### config.mk
export PLATFORM = sky130hd
export DESIGN_NAME = csem_ctrl
export DESIGN_NICKNAME = d
export VERILOG_FILES = /design/src/rtl/core/csem_pkg.sv /design/src/rtl/core/csem_ctrl.sv
export SDC_FILE = /design/constraint.sdc
export NUM_CORES = 1
export LEC_CHECK = 0
export BUFFER_PORTS_ARGS = -buffer_cell sky130_fd_sc_hd__buf_4
export CORE_ASPECT_RATIO = 2
export CORE_MARGIN = 2
export CORE_UTILIZATION = 35
export DETAILED_ROUTE_END_ITERATION = 8
export PLACE_DENSITY = 0.61
export SYNTH_ARGS = -nofsm -noshare
export SYNTH_HDL_FRONTEND = slang
export SYNTH_SLANG_ARGS = --single-unit
export TNS_END_PERCENT = 5
### constraint.sdc
create_clock -name i_clk -period 8.8 [get_ports i_clk]
set_clock_uncertainty 0.2 [all_clocks]
set_input_delay 1.32 -clock i_clk [delete_from_list [all_inputs] [get_ports i_clk]]
set_output_delay 1.32 -clock i_clk [all_outputs]
set_load 0.05 [all_outputs]
### src/rtl/core/csem_pkg.sv
// Shared types, constants and helper functions for the counting semaphore table.
`timescale 1ns / 1ps
`default_nettype none
package csem_pkg;

    localparam int NUM_SEMS        = 32;
    localparam int WAITERS_PER_SEM = 16;
    localparam int PID_BITS        = 6;
    localparam int COUNT_BITS      = 16;

    localparam int FUNC_W   = 2;
    localparam int STATUS_W = 2;
    localparam int INIT_W   = 16;
    localparam int HANDLE_W = $clog2(NUM_SEMS);
    localparam int USED_W   = $clog2(NUM_SEMS + 1);
    localparam int QPTR_W   = $clog2(WAITERS_PER_SEM);
    localparam int QFILL_W  = $clog2(WAITERS_PER_SEM + 1);
    localparam int WDEPTH   = NUM_SEMS * WAITERS_PER_SEM;
    localparam int ADDR_W   = $clog2(WDEPTH);
    localparam int EXT_W    = ((COUNT_BITS > INIT_W) ? COUNT_BITS : INIT_W) + 1;

    localparam logic [FUNC_W-1:0] FN_CREATE = 2'd0;
    localparam logic [FUNC_W-1:0] FN_WAIT   = 2'd1;
    localparam logic [FUNC_W-1:0] FN_SIGNAL = 2'd2;

    localparam logic [STATUS_W-1:0] ST_OK   = 2'd0;
    localparam logic [STATUS_W-1:0] ST_FAIL = 2'd1;
    localparam logic [STATUS_W-1:0] ST_FULL = 2'd2;

    typedef logic signed [COUNT_BITS-1:0] t_count;

    localparam logic signed [EXT_W-1:0] CNT_MAX_EXT =
        EXT_W'((64'sd1 <<< (COUNT_BITS - 1)) - 64'sd1);
    localparam logic signed [EXT_W-1:0] CNT_MIN_EXT =
        EXT_W'(-(64'sd1 <<< (COUNT_BITS - 1)));
    localparam t_count CNT_MAX  = COUNT_BITS'(CNT_MAX_EXT);
    localparam t_count CNT_MIN  = COUNT_BITS'(CNT_MIN_EXT);
    localparam t_count CNT_ZERO = COUNT_BITS'(0);
    localparam t_count CNT_ONE  = COUNT_BITS'(1);
    localparam logic [QFILL_W-1:0] QFILL_MAX = QFILL_W'(WAITERS_PER_SEM);
    localparam logic [QPTR_W-1:0]  QPTR_LAST = QPTR_W'(WAITERS_PER_SEM - 1);

    typedef struct packed {
        logic [FUNC_W-1:0]        func;
        logic [HANDLE_W-1:0]      handle;
        logic [PID_BITS-1:0]      caller_pid;
        logic signed [INIT_W-1:0] initial_count;
    } t_in;

    typedef struct packed {
        logic [STATUS_W-1:0] status;
        logic [HANDLE_W-1:0] new_handle;
        logic                caller_blocks;
        logic                wake_valid;
        logic [PID_BITS-1:0] wake_pid;
    } t_out;

    typedef struct packed {
        logic                we;
        logic                re;
        logic [ADDR_W-1:0]   addr;
        logic [PID_BITS-1:0] wdata;
    } t_mem_req;

    function automatic t_count clamp_init(input logic signed [INIT_W-1:0] v);
        logic signed [EXT_W-1:0] ext;
        ext = EXT_W'(v);
        if (ext > CNT_MAX_EXT) begin
            return CNT_MAX;
        end else if (ext < CNT_MIN_EXT) begin
            return CNT_MIN;
        end
        return COUNT_BITS'(ext);
    endfunction

    function automatic logic [QPTR_W-1:0] q_next(input logic [QPTR_W-1:0] p);
        return (p == QPTR_LAST) ? '0 : p + 1'b1;
    endfunction

endpackage
`default_nettype wire

### src/rtl/core/csem_ctrl.sv
// Semaphore state and per-request decision logic.
`timescale 1ns / 1ps
`default_nettype none
module csem_ctrl (
    input  wire logic               i_clk,
    input  wire logic               i_rst_n,
    input  wire logic               i_fire,
    input  wire csem_pkg::t_in      i_req,
    output csem_pkg::t_out          o_res,
    output csem_pkg::t_mem_req      o_mem
);
    import csem_pkg::*;

    logic [USED_W-1:0]  r_used_cnt;
    t_count             r_count [NUM_SEMS];
    logic [QPTR_W-1:0]  r_head  [NUM_SEMS];
    logic [QPTR_W-1:0]  r_tail  [NUM_SEMS];
    logic [QFILL_W-1:0] r_fill  [NUM_SEMS];

    logic                in_use;
    logic                slot_free;
    logic [HANDLE_W-1:0] free_idx;
    t_count              cur_cnt;
    t_count              sig_cnt;
    logic [QPTR_W-1:0]   cur_head;
    logic [QPTR_W-1:0]   cur_tail;
    logic [QFILL_W-1:0]  cur_fill;

    logic                do_create;
    logic                do_enq;
    logic                do_deq;
    logic                cnt_we;
    t_count              n_cnt;
    logic [HANDLE_W-1:0] cnt_idx;

    assign in_use    = (USED_W'(i_req.handle) < r_used_cnt);
    assign slot_free = (r_used_cnt < USED_W'(NUM_SEMS));
    assign free_idx  = HANDLE_W'(r_used_cnt);
    assign cur_cnt   = r_count[i_req.handle];
    assign cur_head  = r_head[i_req.handle];
    assign cur_tail  = r_tail[i_req.handle];
    assign cur_fill  = r_fill[i_req.handle];

    always_comb begin
        o_res     = '0;
        do_create = 1'b0;
        do_enq    = 1'b0;
        do_deq    = 1'b0;
        cnt_we    = 1'b0;
        n_cnt     = cur_cnt;
        cnt_idx   = i_req.handle;
        sig_cnt   = (cur_cnt == CNT_MAX) ? cur_cnt : cur_cnt + CNT_ONE;
        unique case (i_req.func)
            FN_CREATE: begin
                if (slot_free) begin
                    o_res.status     = ST_OK;
                    o_res.new_handle = free_idx;
                    do_create        = 1'b1;
                    cnt_we           = 1'b1;
                    cnt_idx          = free_idx;
                    n_cnt            = clamp_init(i_req.initial_count);
                end else begin
                    o_res.status = ST_FAIL;
                end
            end
            FN_WAIT: begin
                if (!in_use) begin
                    o_res.status = ST_FAIL;
                end else if (cur_cnt > CNT_ZERO) begin
                    cnt_we = 1'b1;
                    n_cnt  = cur_cnt - CNT_ONE;
                end else if (cur_fill >= QFILL_MAX) begin
                    o_res.status = ST_FULL;
                end else begin
                    do_enq              = 1'b1;
                    o_res.caller_blocks = 1'b1;
                end
            end
            FN_SIGNAL: begin
                if (!in_use) begin
                    o_res.status = ST_FAIL;
                end else begin
                    cnt_we = 1'b1;
                    n_cnt  = sig_cnt;
                    if ((sig_cnt > CNT_ZERO) && (cur_fill != '0)) begin
                        do_deq           = 1'b1;
                        o_res.wake_valid = 1'b1;
                        n_cnt            = sig_cnt - CNT_ONE;
                    end
                end
            end
            default: begin
                o_res.status = ST_FAIL;
            end
        endcase
    end

    always_comb begin
        o_mem.we    = i_fire && do_enq;
        o_mem.re    = i_fire && do_deq;
        o_mem.wdata = i_req.caller_pid;
        o_mem.addr  = ADDR_W'(i_req.handle) * ADDR_W'(WAITERS_PER_SEM)
                    + ADDR_W'(do_enq ? cur_tail : cur_head);
    end

    always_ff @(posedge i_clk) begin
        if (i_fire && cnt_we) begin
            r_count[cnt_idx] <= n_cnt;
        end
    end

    always_ff @(posedge i_clk) begin
        if (!i_rst_n) begin
            r_used_cnt <= '0;
            for (int i = 0; i < NUM_SEMS; i++) begin
                r_head[i] <= '0;
                r_tail[i] <= '0;
                r_fill[i] <= '0;
            end
        end else if (i_fire) begin
            if (do_create) begin
                r_used_cnt       <= r_used_cnt + 1'b1;
                r_head[free_idx] <= '0;
                r_tail[free_idx] <= '0;
                r_fill[free_idx] <= '0;
            end
            if (do_enq) begin
                r_tail[i_req.handle] <= q_next(cur_tail);
                r_fill[i_req.handle] <= cur_fill + 1'b1;
            end
            if (do_deq) begin
                r_head[i_req.handle] <= q_next(cur_head);
                r_fill[i_req.handle] <= cur_fill - 1'b1;
            end
        end
    end

endmodule
`default_nettype wire
==> impl_results.md <==
* Die height at 495 µm
* Hpwl dp at 70.8 mm
* P_leak at 16.0 nW
* P&R area growth vs syn at 12.2%
* Tmin final at around 8.1 ns
* Vias in the first global route at 25000
* Peak VDD IR at around 0.21 mV
* H-tree levels at 3
* Routed wire length per instance at 24.3 µm
* FFs w/ async S/R, synth at 0%
* Required time of the worst setup path at about 7.3 ns
* Worst-Skew Late Latency at 0.68 ns
* Post-route insts no fill at 4559
* RSZ-0062 raised after global routing: no
* GRT overflow at 0
* Startpoint type of the worst setup path: input pin
* Routed WL at 111 mm
* Final hold vios at 0
* Residual DRC at 0
* Placed cells at 4409
* Vias per cell at 5.55
* DRT iter0 DRCs at between 2000 and 3000
* Number of I/O port buffers at between 40 and 50
* Max-slew violations at 0
* Global-route wire length before repair at 165 mm
* Die width at 249 µm
* FMAX at 124 MHz
* CTS Buf Count at slightly above 80
* Max Buffers Root-to-Sink at 3
* # fillers at 11100
* Largest net degree at the start of global routing at 72
* Final period util at 91.5%
* CP arrival at 6.53 ns
* Initial Util at a little over a third
* Hold depth at 1
* Synth top cells by count: edfxtp_1 (928), nor2_1 (525), mux2i_1 (257)
* Seq cells post-synth at ~930
* Predominant post-synthesis flop cell: edfxtp_1
* TritonRoute pass-1 iters at 6
* CP Max Fanout at 62
* Setup Viol. Count Final at 0
* Setup TNS at 0 ns
* CTS clk-pin slew, worst paths at 0.06 ns
* Share of cells above drive strength 1 at between 10% and 20%
* CP Class: in -> out
* Layout net count at roughly 3000
* Num rows at 180
* Worst-margin pin slew at 1.43 ns
* Post-CTS setup buffers at 0
* I/O pins at 64
* Synth top area share at 66.1%
* Max-cap violations at 0
* Max-slew headroom at approximately 3.6%
* EDFF count, synth at 928
* Antenna violations before repair at 2
* Top cells by area, synth: edfxtp_1 (66%), mux4_2 (7.4%), mux2i_1 (6.1%)
* GR Util All Layers at between 15 and 20%
* Hold slack at 0.450 ns
* Clk root buf: clkbuf_16
* CTS tree: built
* Core area at 0.120 mm²
* Finished Core Util at 39.5%
* Syn_area_per_cell at around 15 µm²
* ANT nets after route at 0
* Mapped cell area at 0.0421 mm²
* Die area at 0.123 mm²
* Crit end category: output port
* Yosys cell types at 86
* Hold-fix buffers, CTS at 0
* Tot Pwr at between 9 and 10 mW
* Count leader, synth: edfxtp_1
* Synth area leader: edfxtp_1
* Overall via count from detail_route at around 25000
* # resized after CTS at 0
* Status: finished clean
* Cells after synthesis at 2889
* Ys Warns at 0
* Final Wtd Congestion at between 0.9 and 1
* Sequential area share after synthesis at 66.4%
* Pwr/cell area at 204 mW/mm²
* Worst Reg-to-Reg Cells at 23
* Hold Crit Class: reg -> reg
* CTS sink cnt at a little over 900
-- final cells by class --
type                    count  area (µm²)  share of cell area (%)
flip-flops and latches    934       28000                    59.2
clock buffers              96        2100                    4.45
clock inverters            53         621                    1.31
well taps                1547        1940                    4.09
diodes                      1        2.50                 0.00529
repair buffers            176        1470                    3.11
multi-input cells        1727       13100                    27.7
inverters                  25        93.8                   0.198
-- state kept, by name, indices dropped and copies added (netlist names) --
signal	flops
r_count	512
r_fill	160
r_head	128
r_tail	128
r_used_cnt	6
-- stage by stage --
stage	instance area, µm²	worst slack (ns)
floorplan	42200	0.803
finish	47300	0.750
detailed placement	44600	0.712
CTS	47300	0.905
global route	47300	0.606
global placement	44600	0.670
-- per-layer routing --
layer  vias up  part of all wire (%)  global-route usage [%]
met3       195                   7.0                    2.29
li1      11100                     -                       -
met5         -                     0                       0
met2      1046                    50                    30.8
met1     12900                    40                    23.2
met4         0                   2.8                    5.82
-- worst max-delay path, stage by stage --
cell and delay [ns]:
buf_8 0.42, buf_4 0.42, mux2i_1 0.12, a22oi_1 0.18, nand2_1 0.09, o21ai_0 0.59
nor2_1 0.31, or4b_1 0.75, or2_2 0.45, a21oi_1 0.26, ha_1 0.19, o21ai_1 0.06
or4_4 0.54, o21ai_4 0.18, buf_4 0.21, nor3_1 0.06, buf_4 0.20
-- cells in the final DEF (no fill, tap or decap), types with 8 or more instances in the layout --
master     count
a211oi_1       9
a21oi_1       50
a22o_1        10
a22oi_1       93
a32oi_2       27
and2_1        10
buf_12        11
buf_4        163
bufinv_16      9
clkbuf_1      14
clkbuf_16     82
clkinv_1      12
clkinv_2      15
edfxtp_1     928
ha_1          13
inv_1         21
mux2_2        15
mux2i_1      257
mux4_2       138
nand2_1      187
nand2b_1      14
nand3_1       73
nand4_1       10
nor2_1       507
nor2_2        19
nor2b_1       11
nor3_1        24
nor4_1         8
o21ai_0       38
o21ai_1       39
o22ai_1       10
or2_2          9
xnor2_1       20
-- final timing paths --
kind | end | start | slack, ns
max | o_mem[15] | i_req[23] | 0.75
min | r_used_cnt[5] | r_used_cnt[5] | 0.45
max reg2reg | r_fill[10][2] | r_count[20][1] | 2.51
min reg2reg | r_used_cnt[5] | r_used_cnt[5] | 0.45
-- cells by family (layout without fill, tap and decap cells) --
logic type	Yosys count	in the layout	share of synthesized area, %
AOI/OAI and AO/OA	354	354	6.45
other	1	7	0.00890
adders and majority gates	13	13	0.386
xor gates and xnor gates	27	27	0.561
DFF	934	934	66.4
and+or+nand+nor	917	917	9.31
muxes	410	410	13.9
buffers and inverters	233	350	2.99
-- power breakdown --
group / internal, mW / switching, mW
Combinational: 0.286 / 0.613
Sequential: 5.05 / 0.0246
Clock: 2.01 / 1.68
Note: power is estimated with default switching activity, not from simulation.
