==> src/rtl/core/csem_ram.sv <==
// Generic single-port RAM with registered read data.
`timescale 1ns / 1ps
`default_nettype none
module csem_ram #(
    parameter int WIDTH = 8,
    parameter int DEPTH = 16
) (
    input  wire logic                     i_clk,
    input  wire logic                     i_we,
    input  wire logic                     i_re,
    input  wire logic [$clog2(DEPTH)-1:0] i_addr,
    input  wire logic [WIDTH-1:0]         i_wdata,
    output logic      [WIDTH-1:0]         o_rdata
);

    logic [WIDTH-1:0] r_mem [DEPTH];
    logic [WIDTH-1:0] r_rdata;

    always_ff @(posedge i_clk) begin
        if (i_we) begin
            r_mem[i_addr] <= i_wdata;
        end
        if (i_re) begin
            r_rdata <= r_mem[i_addr];
        end
    end

    assign o_rdata = r_rdata;

endmodule
`default_nettype wire

==> config.mk <==
export PLATFORM = sky130hd
export DESIGN_NAME = csem_ram
export DESIGN_NICKNAME = d
export VERILOG_FILES = /design/src/rtl/core/csem_ram.sv
export SDC_FILE = /design/constraint.sdc
export NUM_CORES = 1
export LEC_CHECK = 0
export BUFFER_PORTS_ARGS = -buffer_cell sky130_fd_sc_hd__buf_4
export CAP_MARGIN = 40
export CELL_PAD_IN_SITES_DETAIL_PLACEMENT = 1
export CELL_PAD_IN_SITES_GLOBAL_PLACEMENT = 2
export CORE_MARGIN = 4
export CORE_UTILIZATION = 40
export DETAILED_ROUTE_END_ITERATION = 12
export GPL_TIMING_DRIVEN = 0
export HOLD_SLACK_MARGIN = 0.1
export PLACE_DENSITY_LB_ADDON = 0.1
export SYNTH_ARGS = -nofsm -noshare
export SYNTH_HDL_FRONTEND = slang
export SYNTH_SLANG_ARGS = --single-unit
export TNS_END_PERCENT = 20
==> constraint.sdc <==
create_clock -name i_clk -period 2.4 [get_ports i_clk]
set_input_delay 0.24 -clock i_clk [delete_from_list [all_inputs] [get_ports i_clk]]
set_output_delay 0.24 -clock i_clk [all_outputs]
set_load 0.01 [all_outputs]
==> metrics.cfg, run 1 <==
[place]
place_congestion=0.764
dp_hpwl_mm=7.18
port_buffers=20

[route]
wirelength_mm=11.0
num_vias=2362
vias_per_cell=5.21
wl_per_cell_um=24.3
antenna_left=0
drt_first_pass_iters=4
drt_iter0_drc=224
drcViolationCount=0

[layout]
nFillCells=1171
drive_gt1_share_pct=30.2
final_common_cell=edfxtp_1
syn_to_final_growth_pct=17.8
diodes=0
mostFrequentLayoutCells=edfxtp_1 (136), mux4_2 (32), buf_4 (23)
final-seq-area_um2=4080
nets=288
multiInputGateArea_um2=1010

[worst_setup_path]
cp-start-kind=primary input
cp_num_buf_inv=2
max_stage_delay_ns=0.70
crit_path_cell_trace=buf_2 -> buf_1 -> nand2_1 -> nor2_1
cpMaxStageDelayCell=nor2_1
cp.depth=4
r2r_end=o_rdata[5]
r2r_setup_slack_ns=0.85
path_class=in -> reg
worstSetupStartpoint=i_addr[1]
endpoint=r_mem[15][1]
reg2reg_depth=3
cpLargestDelayFamily=simple AND/OR/NAND/NOR gates
critPathCaptureType=flop
critPathRequiredTime_ns=2.43
worstReg2RegStart=r_mem[14][5]
crit_fanout=10
cp_data_arrival_time_ns=1.96

[clock_network]
cts.path.max_buffers=2
numCtsBuffers=17
clk_latency_ns=0.41
cts_root_buffer=clkbuf_16
path_clk_slew_ns=0.05
cts_sinks=136
tritoncts=yes
htreeDepth=4
cts_setup_buffers=0
post_cts_resized=0
cts_hold_buf=0

[pwr]
seq_power_share_pct=50.7
peakVddDrop_mv=0.669
p_int_mw=4.27
combPwrFrac_pct=5.1
power_density_nw_per_um2=875
swShare_pct=19.5
power_switching_mw=1.03
power_leakage_nw=1.95
pwr-share-clk_pct=44.2

[global_route]
grt_usage_pct=16.3
antenna_found_initial=0
first_global_vias=2551
gr-total-overflow=0
grt_max_degree=17
grt_pass1_wl_mm=16.4

[logic_synthesis]
muxShareOfSynthArea_pct=14.0
synthesis.nets=245
ys_warn_count=0
synth_xor_area_share_pct=0
ys_ff_latch=136
syn_area_um2=5150
synth-seq-area-share_pct=79.3
yosys.area_share.simple_pct=3.16
synth-compound-area-share_pct=2.33
postSynthAreaPerCell_um2=22.4
synth_cell_types=17
synth_top_family_by_area=multiplexers
synth_cells=230
synthAdderAreaFrac_pct=0

[timing]
finalSetupTns_ns=0
finClkSkew_ns=0.00681
hold_viol_final=0
fmax_ghz=0.518
grt_setup_unrepaired=false
worst_pin_slew_ns=0.843
drv_slew=0
setup_viol=0
timing.final.crit_share_pct=80.5
whs_ns=0.125
period_needed_ns=1.93
relSlewSlack_pct=43.6

[floorplanning]
die_w_um=121
coreArea_um2=12600
floorplan.rows=41
ios=23
die_y_um=121
initial_utilization_pct=40.8
die_area_um2=14700

[job]
maxCapViolCount=0

[hold_path]
hold_class=in -> reg

[run_status]
status=completed

## worst min-delay path by stage
stage | depth (start not counted) | startpoint | endpoint | slack [ns]
2_1_floorplan | 0 | i_wdata[0] | r_mem[0][0] | 0.34
3_3_place_gp | 1 | i_re | o_rdata[2] | 0.54
3_5_place_dp | 1 | i_re | o_rdata[7] | 0.54
4_1_cts | 1 | i_re | o_rdata[0] | 0.11
5_1_grt | 1 | i_re | o_rdata[0] | 0.11
6_report | 1 | i_re | o_rdata[0] | 0.13
## cells in the mapped netlist (all sizes together)
cell	n	area, um2
edfxtp	136	4080
mux4	32	721
clkbuf	3	12.5
buf	8	47.5
nand2b	2	12.5
and2	1	6.26
nor3	4	20.0
a22oi	16	120
nand3	1	5.00
nand2	9	33.8
nor2b	2	12.5
nand3b	2	15.0
or3b	1	8.76
nor2	13	48.8
## power groups by stage
stage                     Combinational, mW  Clock [mW]  Sequential, mW
after global routing                  0.294        2.52            2.69
final                                 0.271        2.34            2.69
after floorplan                       0.137           0            2.74
after detailed placement              0.278           0            2.74
after CTS                             0.279        2.39            2.69
after global placement                0.272           0            2.74
## through the flow
stage                     setup WS [ns]  total power [mW]  util (%)  std cells  cell area [um2]
after global placement          -0.0608              3.01      43.7        422             5510
final                             0.468              5.31      48.1        453             6060
after global routing              0.292              5.51      48.1        453             6060
after CTS                         0.387              5.36      48.1        453             6060
after floorplan                   0.667              2.88         -        230             5150
after detailed placement        -0.0532              3.02      43.9        426             5550
## logic make-up after synthesis
kind of cell	Yosys count
AO/OA/AOI/OAI	16
buffers and inverters	11
flip-flops	136
multiplexers	32
AND/OR/NAND/NOR	35
## layer usage
| metal | GRT usage (%) | vias up | wire length (um) |
|---|---|---|---|
| li1 | - | 1048 | - |
| met5 | 0 | - | 0 |
| met1 | 22.5 | 1250 | 5000 |
| met4 | 4.62 | 0 | 108 |
| met2 | 24.9 | 51 | 5350 |
| met3 | 5.50 | 13 | 547 |
## sequential cells by signal, indices dropped and copies added, names as in the netlist
name and count:
o_rdata 8, r_mem 128
## cell type report
cell class | instances | area share (%)
Sequential cell | 136 | 67.3
Clock buffer | 20 | 7.20
Tap cell | 172 | 3.55
Timing Repair Buffer | 24 | 2.93
Multi-Input combinational cell | 83 | 16.6
Clock inverter | 7 | 1.36
Buffer | 11 | 0.990
(Power assumes the default switching activity.)
==> run 2, diff against run 1 <==
--- a/config.mk
+++ b/config.mk
@@ -5,6 +5,7 @@
 export SDC_FILE = /design/constraint.sdc
 export NUM_CORES = 1
 export LEC_CHECK = 0
+export ABC_AREA = 1
 export BUFFER_PORTS_ARGS = -buffer_cell sky130_fd_sc_hd__buf_4
 export CAP_MARGIN = 40
 export CELL_PAD_IN_SITES_DETAIL_PLACEMENT = 1
==> constraint.sdc (replaced) <==
create_clock -name i_clk -period 1.8 [get_ports i_clk]
set_input_delay 0.18 -clock i_clk [delete_from_list [all_inputs] [get_ports i_clk]]
set_output_delay 0.18 -clock i_clk [all_outputs]
set_load 0.01 [all_outputs]
==> metrics.cfg, run 2 <==
[logic_synthesis]
postSynthAreaPerCell_um2=10.4  ; -54%
synthesis.nets=563  ; +130%
async_flop_share_pct=0  ; unchanged
synth_cells=548  ; +140%
synth_top_area_share_pct=72.0  ; -7.3 points
synth.most_common_cell=nand2_1
ys_warn_count=0  ; unchanged
syn_area_um2=5670  ; +10%
synth-seq-area-share_pct=72.0  ; -7.3 points
synth_area_leader_cell=edfxtp_1
synth_area_leaders=edfxtp_1 (72%), nand2_1 (23%), inv_1 (1.4%)
synth_cell_types=10  ; -7
ys.flop_type=edfxtp_1
ys_ff_latch=136  ; unchanged
synth_edf_count=136  ; unchanged
synthTopCellsByCount=nand2_1 (346), edfxtp_1 (136), inv_1 (21)

[global_route]
grt_usage_pct=19.1  ; +2.7 points
antenna_found_initial=0  ; unchanged
gr-total-overflow=0  ; unchanged
grt_max_degree=17  ; unchanged
first_global_vias=3870  ; +52%
grt_pass1_wl_mm=22.2  ; +35%

[job]
maxCapViolCount=0  ; unchanged

[clock_network]
tritoncts=yes
cts_root_buffer=clkbuf_16
cts.path.max_buffers=2  ; unchanged
cts_setup_buffers=0  ; unchanged
cts_sinks=136  ; unchanged
path_clk_slew_ns=0.05  ; about the same
numCtsBuffers=17  ; unchanged
clk_latency_ns=0.42  ; about the same
htreeDepth=4  ; unchanged

[pwr]
power.total_mw=7.05  ; +33%
peakVddDrop_mv=0.675  ; +0.94%
combPwrFrac_pct=6.7  ; +1.6 points
p_int_mw=5.55  ; +30%
swShare_pct=21.3  ; +1.8 points
seq_power_share_pct=50.9  ; +0.2 points
power_leakage_nw=2.78  ; +43%
pwr-share-clk_pct=42.4  ; -1.8 points
power_density_nw_per_um2=1070  ; +23%
power_switching_mw=1.50  ; +45%

[layout]
fin_area_um2=6570  ; +8.4%
nFillCells=1524  ; +30%
largest_reg_flops=128  ; unchanged
final_common_cell=nand2_1
syn_to_final_growth_pct=15.9
drive_gt1_share_pct=10.5  ; -20 points
layout.cells.non_filler=779  ; +72%
top_register=r_mem
diodes=0  ; unchanged
mostFrequentLayoutCells=nand2_1 (346), edfxtp_1 (136), buf_4 (27)
nets=604  ; +110%

[floorplanning]
die_area_um2=16200  ; +9.5%
die_w_um=127  ; +4.7%
initial_utilization_pct=40.9  ; +0.080 points
floorplan.rows=43  ; +4.9%
ios=23  ; unchanged
coreArea_um2=13900  ; +10%
die_y_um=127  ; +4.7%

[hold_path]
hold_class=in -> reg

[place]
dp_hpwl_mm=9.50  ; +32%
place_congestion=0.786  ; +3.0%
placed_cells=749  ; +76%
port_buffers=21  ; +5.0%
place_area_um2=6060  ; +9.2%
post-place-ws_ns=-0.499  ; -0.446 ns

[timing]
finClkSkew_ns=0.00694  ; +0.000127 ns
worst_slack_ns=0.0256  ; -0.443 ns
setup_viol=0  ; unchanged
relSlewSlack_pct=43.1  ; -0.52 points
hold_viol_final=0  ; unchanged
period_needed_ns=1.77
timing.final.crit_share_pct=98.6
grt_setup_unrepaired=true
whs_ns=0.124  ; -0.00107 ns
drv_slew=0  ; unchanged
worst_pin_slew_ns=0.851  ; +0.00778 ns
fmax_ghz=0.564

[route]
drt_first_pass_iters=4  ; unchanged
num_vias=3709  ; +57%
wirelength_mm=14.2  ; +29%
vias_per_cell=4.76  ; -8.7%
drt_iter0_drc=228  ; +1.8%
wl_per_cell_um=18.2  ; -25%
antenna_left=0  ; unchanged
drcViolationCount=0  ; unchanged

[worst_setup_path]
path_class=in -> reg
cp-start-kind=primary input
critPathRequiredTime_ns=1.85  ; -0.58 ns
max_stage_delay_ns=0.65  ; -0.05 ns
cpMaxStageDelayCell=nor2_1
cp_data_arrival_time_ns=1.83  ; -0.13 ns
crit_fanout=10  ; unchanged
crit_path_cell_trace=buf_2 -> clkbuf_1 -> nand3_1 -> nor2_1
critPathCaptureType=flop

[run_status]
status=completed

## run 2: changes by cell type after synthesis, moves of 5 or more
cell	delta
nor2_1	+5
buf_4	+6
nand2_1	+337
inv_1	+21
a22oi_1	-16
mux4_2	-32
buf_2	+10
## run 2: power groups by stage
stage          logic [mW]  clock network (mW)  registers [mW]
2_1_floorplan       0.244                   0            3.66
3_3_place_gp        0.467                   0            3.65
3_5_place_dp        0.476                   0            3.65
4_1_cts             0.482                3.05            3.59
5_1_grt             0.537                3.22            3.59
6_report            0.470                2.99            3.59
## run 2: cell families after synthesis
family | after synthesis | share of synthesized area [%]
AND/OR/NAND/NOR | 368 | 24.4
flip-flops | 136 | 72.0
buffers and inverters | 44 | 3.57
## run 2: critical path, delay by kind of cell
kind / cells / cell delay (ns)
buffers and inverters: 2 / 0.62
AND/OR/NAND/NOR: 2 / 1.02
## run 2: worst paths after layout
kind	slack [ns]	end	start	cells after the start
max	0.03	r_mem[6][7]	i_addr[1]	4
min	0.12	r_mem[15][5]	i_wdata[5]	1
max reg2reg	0.64	o_rdata[7]	r_mem[6][7]	8
min reg2reg	0.80	o_rdata[0]	r_mem[11][0]	8
## run 2: what timing repair did
action	in CTS	in global routing
hold buffers	1	0
gates resized for setup	3	0
cloned	0	0
setup endpoints to repair	24	55
hold endpoints to repair	8	0
## run 2: metrics by stage
step | setup TNS (ns) | utilization [%]
3_3_place_gp | -46.08 | 43.6
6_report | 0 | 47.3
5_1_grt | -5.47 | 47.3
4_1_cts | -0.295 | 47.3
2_1_floorplan | 0 | -
3_5_place_dp | -49.62 | 43.6
## run 2: final cells by class
class                           instances  area (um2)  share of cell area [%]
Clock buffer                           21         440                    6.70
Clock inverter                          8        58.8                   0.895
Multi-Input combinational cell        368        1390                    21.2
Sequential cell                       136        4080                    62.1
Tap cell                              180         225                    3.43
Inverter                               23        86.3                    1.31
Buffer                                 21         116                    1.77
Timing Repair Buffer                   22         168                    2.55
## run 2: layer usage
layer / vias up / part of all wire, % / global-route usage [%]
li1: 1841 / - / -
met1: 1774 / 46 / 25.2
met2: 76 / 48 / 30.9
met3: 18 / 4.0 / 4.72
met4: 0 / 1.8 / 6.81
met5: - / 0 / 0
